[src/hw/rtl/assert_macros.svh]
`ifndef ASSERT_MACROS_SVH
`define ASSERT_MACROS_SVH

// Checks that an implication holds in the same cycle, outside of reset.
`define CHECK_SAME(label, clk, rst_n, cond, expr, msg) \
  label: assert property (@(posedge clk) disable iff (!rst_n) (cond) |-> (expr)) \
    else $error(msg);

// Checks that an implication holds in the cycle that follows, outside of reset.
`define CHECK_NEXT(label, clk, rst_n, cond, expr, msg) \
  label: assert property (@(posedge clk) disable iff (!rst_n) (cond) |=> (expr)) \
    else $error(msg);

`endif

[src/hw/rtl/ihex_pkg.sv]
package ihex_pkg;

  // Field widths of the character and result words.
  localparam int unsigned CharW   = 8;
  localparam int unsigned KindW   = 2;
  localparam int unsigned FillW   = 16;
  localparam int unsigned ErrW    = 3;
  localparam int unsigned OutAddrW = 17;

  // Result kinds.
  localparam logic [KindW-1:0] RK_DATA  = 2'd0;
  localparam logic [KindW-1:0] RK_FILL  = 2'd1;
  localparam logic [KindW-1:0] RK_DONE  = 2'd2;
  localparam logic [KindW-1:0] RK_ERROR = 2'd3;

  // Error codes.
  localparam logic [ErrW-1:0] ERR_DIGIT = 3'd0;
  localparam logic [ErrW-1:0] ERR_EARLY = 3'd1;
  localparam logic [ErrW-1:0] ERR_SEQ   = 3'd2;
  localparam logic [ErrW-1:0] ERR_TYPE  = 3'd3;
  localparam logic [ErrW-1:0] ERR_SUM   = 3'd4;

  // Input word kinds.
  localparam logic KIND_CHAR = 1'b0;

  // Record types.
  localparam logic [7:0] REC_DATA = 8'h00;
  localparam logic [7:0] REC_EOF  = 8'h01;

  // ASCII codes used by the decoder.
  localparam logic [CharW-1:0] CHAR_COLON = 8'h3A;
  localparam logic [CharW-1:0] CHAR_0     = 8'h30;
  localparam logic [CharW-1:0] CHAR_9     = 8'h39;
  localparam logic [CharW-1:0] CHAR_A     = 8'h41;
  localparam logic [CharW-1:0] CHAR_F     = 8'h46;

  // Value of the letter digit A.
  localparam logic [3:0] NIB_TEN = 4'd10;

  // Record decoding phases, one-hot.
  typedef enum logic [8:0] {
    PH_HUNT  = 9'b000000001,
    PH_COUNT = 9'b000000010,
    PH_AHI   = 9'b000000100,
    PH_ALO   = 9'b000001000,
    PH_TYPE  = 9'b000010000,
    PH_DATA  = 9'b000100000,
    PH_CHECK = 9'b001000000,
    PH_DONE  = 9'b010000000,
    PH_ERROR = 9'b100000000
  } phase_t;

endpackage

[src/hw/rtl/ihex_in_if.sv]
interface ihex_in_if;
  import ihex_pkg::*;

  logic             valid;
  logic             ready;
  logic             kind;
  logic [CharW-1:0] char_code;

  modport source (output valid, output kind, output char_code, input ready);
  modport sink   (input valid, input kind, input char_code, output ready);
endinterface

[src/hw/rtl/ihex_out_if.sv]
interface ihex_out_if;
  import ihex_pkg::*;

  logic             valid;
  logic             ready;
  logic [KindW-1:0] result_kind;
  logic [7:0]       data_byte;
  logic [FillW-1:0] fill_length;
  logic [ErrW-1:0]  error_code;

  modport source (output valid, output result_kind, output data_byte,
                  output fill_length, output error_code, input ready);
  modport sink   (input valid, input result_kind, input data_byte,
                  input fill_length, input error_code, output ready);
endinterface

[src/hw/rtl/intel_hex_record_parser.sv]
// Intel HEX record parser: takes one ASCII character word per cycle, unless a
// result waits in the output register and the output stalls, and turns the
// text into a binary image stream of data bytes and zero-fill runs, ending
// with a done word, or stops with an error word (bad digit, early end, record
// out of order, unknown type, checksum). The record decoder state updates in
// the accepting cycle and the one result it may cause lands in the output
// register, which frees again in the cycle it is taken. After a done or error
// word the block swallows all input without results until reset.
module intel_hex_record_parser (
  input  logic       clk,
  input  logic       rst_n,
  ihex_in_if.sink    in_chan,
  ihex_out_if.source out_chan
);
  import ihex_pkg::*;

  `include "assert_macros.svh"

  // Decoder state.
  phase_t                phase_r, phase_nxt;
  logic                  second_nibble_r, second_nibble_nxt;
  logic [3:0]            high_nibble_r, high_nibble_nxt;
  logic [7:0]            running_sum_r, running_sum_nxt;
  logic [7:0]            record_length_r, record_length_nxt;
  logic [7:0]            bytes_left_r, bytes_left_nxt;
  logic [7:0]            address_high_r, address_high_nxt;
  logic [15:0]           record_address_r, record_address_nxt;
  logic                  end_record_r, end_record_nxt;
  logic [OutAddrW-1:0]   output_address_r, output_address_nxt;

  // Output register.
  logic                  out_valid_r, out_valid_nxt;
  logic [KindW-1:0]      out_kind_r, out_kind_nxt;
  logic [7:0]            out_byte_r, out_byte_nxt;
  logic [FillW-1:0]      out_fill_r, out_fill_nxt;
  logic [ErrW-1:0]       out_err_r, out_err_nxt;

  logic                  in_accept;
  logic                  halted;
  logic                  res_valid;
  logic [KindW-1:0]      res_kind;
  logic [7:0]            res_byte;
  logic [FillW-1:0]      res_fill;
  logic [ErrW-1:0]       res_err;
  logic                  nib_ok;
  logic [3:0]            nib_val;
  logic [7:0]            byte_val;
  logic [7:0]            sum_new;
  logic [7:0]            left_dec;
  logic [OutAddrW-1:0]   rec_addr_ext;

  // A new word is taken whenever the output register is empty or draining.
  assign in_chan.ready = !out_valid_r || out_chan.ready;
  assign in_accept     = in_chan.valid && in_chan.ready;
  assign halted        = (phase_r == PH_DONE) || (phase_r == PH_ERROR);

  // Uppercase hex digit decode.
  always_comb begin
    nib_ok  = 1'b1;
    nib_val = '0;
    case (in_chan.char_code) inside
      [CHAR_0:CHAR_9]: nib_val = 4'(in_chan.char_code - CHAR_0);
      [CHAR_A:CHAR_F]: nib_val = 4'(in_chan.char_code - CHAR_A) + NIB_TEN;
      default:         nib_ok  = 1'b0;
    endcase
  end

  assign byte_val     = {high_nibble_r, nib_val};
  assign sum_new      = running_sum_r + byte_val;
  assign left_dec     = bytes_left_r - 8'd1;
  assign rec_addr_ext = {1'b0, record_address_r};

  // Record decoder: next state and the result of the current word.
  always_comb begin
    phase_nxt          = phase_r;
    second_nibble_nxt  = second_nibble_r;
    high_nibble_nxt    = high_nibble_r;
    running_sum_nxt    = running_sum_r;
    record_length_nxt  = record_length_r;
    bytes_left_nxt     = bytes_left_r;
    address_high_nxt   = address_high_r;
    record_address_nxt = record_address_r;
    end_record_nxt     = end_record_r;
    output_address_nxt = output_address_r;
    res_valid          = 1'b0;
    res_kind           = RK_DATA;
    res_byte           = '0;
    res_fill           = '0;
    res_err            = '0;

    if (in_accept && !halted) begin
      if (in_chan.kind != KIND_CHAR) begin
        phase_nxt = PH_ERROR;
        res_valid = 1'b1;
        res_kind  = RK_ERROR;
        res_err   = ERR_EARLY;
      end else if (phase_r == PH_HUNT) begin
        if (in_chan.char_code == CHAR_COLON) begin
          running_sum_nxt   = '0;
          second_nibble_nxt = 1'b0;
          phase_nxt         = PH_COUNT;
        end
      end else if (!nib_ok) begin
        phase_nxt = PH_ERROR;
        res_valid = 1'b1;
        res_kind  = RK_ERROR;
        res_err   = ERR_DIGIT;
      end else if (!second_nibble_r) begin
        high_nibble_nxt   = nib_val;
        second_nibble_nxt = 1'b1;
      end else begin
        second_nibble_nxt = 1'b0;
        running_sum_nxt   = sum_new;
        case (phase_r)
          PH_COUNT: begin
            record_length_nxt = byte_val;
            phase_nxt         = PH_AHI;
          end
          PH_AHI: begin
            address_high_nxt = byte_val;
            phase_nxt        = PH_ALO;
          end
          PH_ALO: begin
            record_address_nxt = {address_high_r, byte_val};
            phase_nxt          = PH_TYPE;
          end
          PH_TYPE: begin
            if (byte_val == REC_EOF) begin
              end_record_nxt = 1'b1;
              phase_nxt      = PH_CHECK;
            end else if (byte_val != REC_DATA) begin
              phase_nxt = PH_ERROR;
              res_valid = 1'b1;
              res_kind  = RK_ERROR;
              res_err   = ERR_TYPE;
            end else begin
              end_record_nxt = 1'b0;
              bytes_left_nxt = record_length_r;
              phase_nxt      = (record_length_r != '0) ? PH_DATA : PH_CHECK;
              // The first record sets the base; later ones may leave a gap.
              if (output_address_r == '0) begin
                output_address_nxt = rec_addr_ext;
              end else if (output_address_r > rec_addr_ext) begin
                phase_nxt = PH_ERROR;
                res_valid = 1'b1;
                res_kind  = RK_ERROR;
                res_err   = ERR_SEQ;
              end else if (output_address_r < rec_addr_ext) begin
                output_address_nxt = rec_addr_ext;
                res_valid          = 1'b1;
                res_kind           = RK_FILL;
                res_fill           = record_address_r - output_address_r[FillW-1:0];
              end
            end
          end
          PH_DATA: begin
            bytes_left_nxt = left_dec;
            if (left_dec == '0) begin
              phase_nxt = PH_CHECK;
            end
            res_valid = 1'b1;
            res_kind  = RK_DATA;
            res_byte  = byte_val;
          end
          PH_CHECK: begin
            if (sum_new != '0) begin
              phase_nxt = PH_ERROR;
              res_valid = 1'b1;
              res_kind  = RK_ERROR;
              res_err   = ERR_SUM;
            end else begin
              output_address_nxt = output_address_r + OutAddrW'(record_length_r);
              if (end_record_r) begin
                phase_nxt = PH_DONE;
                res_valid = 1'b1;
                res_kind  = RK_DONE;
              end else begin
                phase_nxt = PH_HUNT;
              end
            end
          end
          default: begin
            phase_nxt = phase_r;
          end
        endcase
      end
    end
  end

  // Output register: load a new result, or hold one that is still waiting.
  always_comb begin
    out_valid_nxt = out_valid_r && !out_chan.ready;
    out_kind_nxt  = out_kind_r;
    out_byte_nxt  = out_byte_r;
    out_fill_nxt  = out_fill_r;
    out_err_nxt   = out_err_r;
    if (res_valid) begin
      out_valid_nxt = 1'b1;
      out_kind_nxt  = res_kind;
      out_byte_nxt  = res_byte;
      out_fill_nxt  = res_fill;
      out_err_nxt   = res_err;
    end
  end

  // Control state with reset.
  always_ff @(posedge clk) begin
    if (!rst_n) begin
      phase_r          <= PH_HUNT;
      second_nibble_r  <= 1'b0;
      high_nibble_r    <= '0;
      running_sum_r    <= '0;
      record_length_r  <= '0;
      bytes_left_r     <= '0;
      address_high_r   <= '0;
      record_address_r <= '0;
      end_record_r     <= 1'b0;
      output_address_r <= '0;
      out_valid_r      <= 1'b0;
    end else begin
      phase_r          <= phase_nxt;
      second_nibble_r  <= second_nibble_nxt;
      high_nibble_r    <= high_nibble_nxt;
      running_sum_r    <= running_sum_nxt;
      record_length_r  <= record_length_nxt;
      bytes_left_r     <= bytes_left_nxt;
      address_high_r   <= address_high_nxt;
      record_address_r <= record_address_nxt;
      end_record_r     <= end_record_nxt;
      output_address_r <= output_address_nxt;
      out_valid_r      <= out_valid_nxt;
    end
  end

  // Result payload needs no reset.
  always_ff @(posedge clk) begin
    out_kind_r <= out_kind_nxt;
    out_byte_r <= out_byte_nxt;
    out_fill_r <= out_fill_nxt;
    out_err_r  <= out_err_nxt;
  end

  assign out_chan.valid       = out_valid_r;
  assign out_chan.result_kind = out_kind_r;
  assign out_chan.data_byte   = out_byte_r;
  assign out_chan.fill_length = out_fill_r;
  assign out_chan.error_code  = out_err_r;

  // Once halted, the decoder stays halted until reset.
  `CHECK_NEXT(a_halt_sticky, clk, rst_n, halted, halted, "halted decoder resumed")

  // A halted decoder never loads a new result.
  `CHECK_SAME(a_halt_silent, clk, rst_n, halted, !res_valid, "result while halted")

  // A waiting error word means the decoder has stopped in the error phase.
  `CHECK_SAME(a_err_phase, clk, rst_n, out_valid_r && (out_kind_r == RK_ERROR),
              phase_r == PH_ERROR, "error word without error phase")

  // A waiting done word means the decoder has stopped in the done phase.
  `CHECK_SAME(a_done_phase, clk, rst_n, out_valid_r && (out_kind_r == RK_DONE),
              phase_r == PH_DONE, "done word without done phase")

  // Half a byte is never pending while hunting for a colon.
  `CHECK_SAME(a_nibble_hunt, clk, rst_n, second_nibble_r, phase_r != PH_HUNT,
              "pending nibble while hunting")

endmodule

[src/flat_wrapper.sv]
// flat-port wrapper written by rule: the top's interface ports become plain ports
module intel_hex_record_parser_flat import ihex_pkg::*;
  (clk, rst_n, in_chan_valid, in_chan_kind, in_chan_char_code, in_chan_ready, out_chan_valid, out_chan_result_kind, out_chan_data_byte, out_chan_fill_length, out_chan_error_code, out_chan_ready);
  ihex_in_if in_chan_i ();
  ihex_out_if out_chan_i ();
  input  logic clk;
  input  logic rst_n;
  input wire logic [$bits(in_chan_i.valid)-1:0] in_chan_valid;
  input wire logic [$bits(in_chan_i.kind)-1:0] in_chan_kind;
  input wire logic [$bits(in_chan_i.char_code)-1:0] in_chan_char_code;
  output wire logic [$bits(in_chan_i.ready)-1:0] in_chan_ready;
  output wire logic [$bits(out_chan_i.valid)-1:0] out_chan_valid;
  output wire logic [$bits(out_chan_i.result_kind)-1:0] out_chan_result_kind;
  output wire logic [$bits(out_chan_i.data_byte)-1:0] out_chan_data_byte;
  output wire logic [$bits(out_chan_i.fill_length)-1:0] out_chan_fill_length;
  output wire logic [$bits(out_chan_i.error_code)-1:0] out_chan_error_code;
  input wire logic [$bits(out_chan_i.ready)-1:0] out_chan_ready;
  assign in_chan_i.valid = in_chan_valid;
  assign in_chan_i.kind = in_chan_kind;
  assign in_chan_i.char_code = in_chan_char_code;
  assign in_chan_ready = in_chan_i.ready;
  assign out_chan_valid = out_chan_i.valid;
  assign out_chan_result_kind = out_chan_i.result_kind;
  assign out_chan_data_byte = out_chan_i.data_byte;
  assign out_chan_fill_length = out_chan_i.fill_length;
  assign out_chan_error_code = out_chan_i.error_code;
  assign out_chan_i.ready = out_chan_ready;
  intel_hex_record_parser u_core (.clk(clk), .rst_n(rst_n), .in_chan(in_chan_i), .out_chan(out_chan_i));
endmodule
[config.mk]
export PLATFORM = sky130hd
export DESIGN_NAME = intel_hex_record_parser_flat
export DESIGN_NICKNAME = d
export VERILOG_FILES = /design/src/hw/rtl/ihex_pkg.sv /design/src/hw/rtl/ihex_in_if.sv /design/src/hw/rtl/ihex_out_if.sv /design/src/hw/rtl/intel_hex_record_parser.sv /design/src/flat_wrapper.sv
export VERILOG_INCLUDE_DIRS = /design/src /design/src/hw/rtl
export SDC_FILE = /design/constraint.sdc
export NUM_CORES = 1
export LEC_CHECK = 0
export BUFFER_PORTS_ARGS = -buffer_cell sky130_fd_sc_hd__buf_2
export CAP_MARGIN = 40
export CORE_ASPECT_RATIO = 1.25
export CORE_UTILIZATION = 65
export CTS_CLUSTER_DIAMETER = 100
export DETAILED_ROUTE_END_ITERATION = 6
export PLACE_DENSITY_LB_ADDON = 0.1
export SETUP_SLACK_MARGIN = 0.4
export SYNTH_ARGS = -nofsm -noshare
export SYNTH_HDL_FRONTEND = slang
export SYNTH_SLANG_ARGS = --single-unit
[constraint.sdc]
create_clock -name clk -period 10.88 [get_ports clk]
set_input_delay 0.544 -clock clk [delete_from_list [all_inputs] [get_ports clk]]
set_output_delay 0.544 -clock clk [all_outputs]
set_load 0.02 [all_outputs]
==> metrics.yaml <==
worst_hold_path:
  min_to: "u_core.running_sum_r[5]"
  holdCritPathClass: "reg -> reg"
  hp-start: "u_core.running_sum_r[5]"
  hold_depth: 2
yosys:
  synthCells: 798
  syn_nets: 866
  ys_types: 79
  yosysSeqAreaShare_pct: 35.5
  syn_avg_cell_area_um2: 8.80
  async_flop_share_pct: 0
  synth-main-ff-cell: "dfxtp_1"
  synth_edf_count: 29
  syn-cell-area_um2: 7020
  ys_warn_count: 0
  ys_ff_latch: 110
detailed_routing:
  antenna_left: 0
  drtIter0Drc: 361
  wire_per_inst_um: 19.0
  first_pass_iters: 5
  via_count: 6254
  wirelength_um: 18300
  drc: 0
  vias_per_cell: 6.47
worst_setup_path:
  cp-start-kind: "input pin"
  cp_max_fo: 30
  crit_chain: "buf_2 > inv_1 > ha_1 > or3b_1 > nand4_4 > mux2i_1 > ha_1 > inv_1 > fa_1 > nand2b_1 > a21oi_1 > xor2_1 > nor4_1 > a41oi_2 > buf_4 > a311oi_1 > a221oi_4 > buf_4 > o21a_1"
  end_kind: "register"
  worst-setup-path-type: "in -> reg"
  reg2reg_from: "u_core.output_address_r[10]"
  slowest_stage: "mux2i_1"
  worstPathRequired_ns: 11.13
  cp_slowest_stage_delay_ns: 0.68
  worstPathArrival_ns: 5.24
  r2r-end: "u_core.output_address_r[1]"
  rrSetupSlack_ns: 7.37
  reg2reg_depth: 10
placed_design:
  placed_cell_area_um2: 7380
  gp_congestion: 0.968
  port_buffers: 43
  dp_hpwl_um: 13400
clock_tree:
  path_clk_slew_ns: 0.07
  ctsHoldBuffers: 0
  cts_sinks: 110
  post_cts_buffers: 0
  root_buffer: "clkbuf_16"
  cts_tree: "done"
  cts_buffers: 9
  worstSkewPairLatency_ns: 0.35
  h-tree-depth: 3
  ctsLongestPathBuffers: 2
  cts-resized-gates: 0
cells_and_area:
  register_area_um2: 2490
  layout.nets: 897
  multi_input_area_um2: 4170
  fillers: 842
  diodes: 0
  final_area_um2: 7670
  areaGrowthSynthToFinish_pct: 9.21
  drive_above_1_share_pct: 10.8
sta:
  fin_crit_ns: 4.99
  fmax_ghz: 0.200
  post-route-period-util_pct: 45.8
  finalSetupTns_ns: 0
  setup_viol: 0
  finalHoldViolCount: 0
  worstMarginPinSlew_ns: 0.857
  maxSlewViolCount: 0
  grt_setup_unrepaired: "no"
  relSlewSlack_pct: 42.8
  fin_skew_ns: 0.00512
run_status:
  status: "finished, final reports clean"
floorplanning:
  fp-row-count: 42
  ios: 44
  core-area_um2: 10600
  die_area_um2: 11200
  die_y_um: 118
  fp.dieW_um: 95.0
  start_util_pct: 66.5
power_and_ir_drop:
  leakagePower_nw: 2.98
  p_per_area_nw_per_um2: 110
  vdd_ir_drop_max_mv: 0.0913
global_route:
  grt_first_pass_wirelength_um: 29500
  grt_pass1_vias: 5993
  track_usage_pct: 33.8
  grt_max_degree: 37
  antenna_found_initial: 0
  overflow: 0
flow_run:
  max_cap_viol_count: 0
-- final cells by class --
| type | count | area share (%) |
|---|---|---|
| clock inverters | 4 | 0.604 |
| multi-input cells | 598 | 54.4 |
| repair buffers | 55 | 4.49 |
| clock buffers | 12 | 3.21 |
| well taps | 132 | 2.15 |
| inverters | 55 | 2.69 |
| flip-flops and latches | 110 | 32.5 |
-- cell usage after synthesis (6+ instances only) --
library cell  count  area, um2
o21ai_0          34        170
and3_1           13       81.3
inv_1            55        206
dfxtp_1          81       1620
nor2b_1          16        100
mux2i_1          37        370
edfxtp_1         29        871
a211oi_1         17        128
a21o_1            6       45.0
nor3_1           24        120
a21oi_1          46        230
xor2_1           12        105
ha_1             52        651
nand3_1          13       65.1
xnor2_1          17        149
nand2b_1          9       56.3
o21a_1           11       82.6
nand4_1           7       43.8
a31oi_1           9       56.3
or3_1            10       62.6
a2111oi_0         7       61.3
nand2_1          43        161
clkbuf_1         26       97.6
nor2_1          104        390
nand4b_1          6       52.6
nor4_1           13       81.3
-- registers in the layout, indices dropped and copies added (netlist names) --
register                     count
u_core.out_chan.valid            1
u_core.out_chan.fill_length     16
u_core.output_address_r         17
u_core.phase_r                   9
u_core.running_sum_r             8
u_core.second_nibble_r           1
u_core.record_length_r           8
u_core.out_chan.error_code       3
u_core.out_chan.result_kind      2
u_core.end_record_r              1
u_core.address_high_r            8
u_core.out_chan.data_byte        8
u_core.record_address_r         16
u_core.bytes_left_r              8
u_core.high_nibble_r             4
-- critical path, delay by kind of cell --
kind / cells / cell delay [ns]
and+or+nand+nor: 4 / 0.98
buffers and inverters: 5 / 0.82
AOI/OAI and AO/OA: 5 / 1.18
xor gates and xnor gates: 1 / 0.11
muxes: 1 / 0.68
adders and majority gates: 3 / 0.91
-- cell usage in the layout, fill, tap and decap left out, types with 17 or more instances in the layout --
cell and n:
nor2_1 104, dfxtp_1 81, inv_1 54, ha_1 52, a21oi_1 46, nand2_1 43, buf_2 43, mux2i_1 37
o21ai_0 34, edfxtp_1 29, nor3_1 24, xnor2_1 17, a211oi_1 17
-- cell families (layout without fill, tap and decap cells) --
logic type / after synthesis / after routing / share of synthesized area [%]
buffers and inverters: 90 / 126 / 5.40
flip-flops: 110 / 110 / 35.5
XOR/XNOR: 29 / 29 / 3.62
AND/OR/NAND/NOR: 294 / 294 / 22.2
adder cells (fa/ha/maj): 55 / 55 / 10.1
multiplexers: 37 / 37 / 5.27
AO/OA/AOI/OAI: 183 / 183 / 17.9
-- per-layer routing --
layer	GRT usage, %	part of all wire [%]	up-vias
li1	-	-	2943
met1	41.5	41	2991
met2	58.0	50	270
met3	5.28	5.9	50
met4	13.7	3.3	0
met5	0	0	-
-- metrics by stage --
stage	worst slack (ns)	hold WS, ns	cells	power, mW	util, %
after floorplan	4.80	0.432	798	0.497	-
after global placement	5.97	0.465	946	0.519	69.2
after detailed placement	5.68	0.466	950	0.522	69.8
after CTS	6.01	0.482	966	0.845	72.6
after global routing	5.57	0.508	966	0.870	72.6
final	5.89	0.486	966	0.846	72.6
-- how the worst max path moves through the flow --
stage | from | end | slack (ns)
detailed placement | in_chan_char_code[0] | u_core.out_chan.valid | 5.68
global route | in_chan_char_code[0] | u_core.out_chan.valid | 5.57
floorplan | in_chan_char_code[1] | u_core.out_chan.data_byte[0] | 4.80
global placement | in_chan_char_code[0] | u_core.out_chan.valid | 5.97
CTS | in_chan_char_code[0] | u_core.out_chan.valid | 6.01
finish | in_chan_char_code[0] | u_core.out_chan.valid | 5.89
-- power by group --
group	switching [mW]	internal (mW)	total, mW
Clock	0.148	0.184	0.332
Combinational	0.0532	0.0227	0.0759
Sequential	0.00513	0.433	0.438
Total	0.206	0.640	0.846
Power figures use the tool's default switching activity.
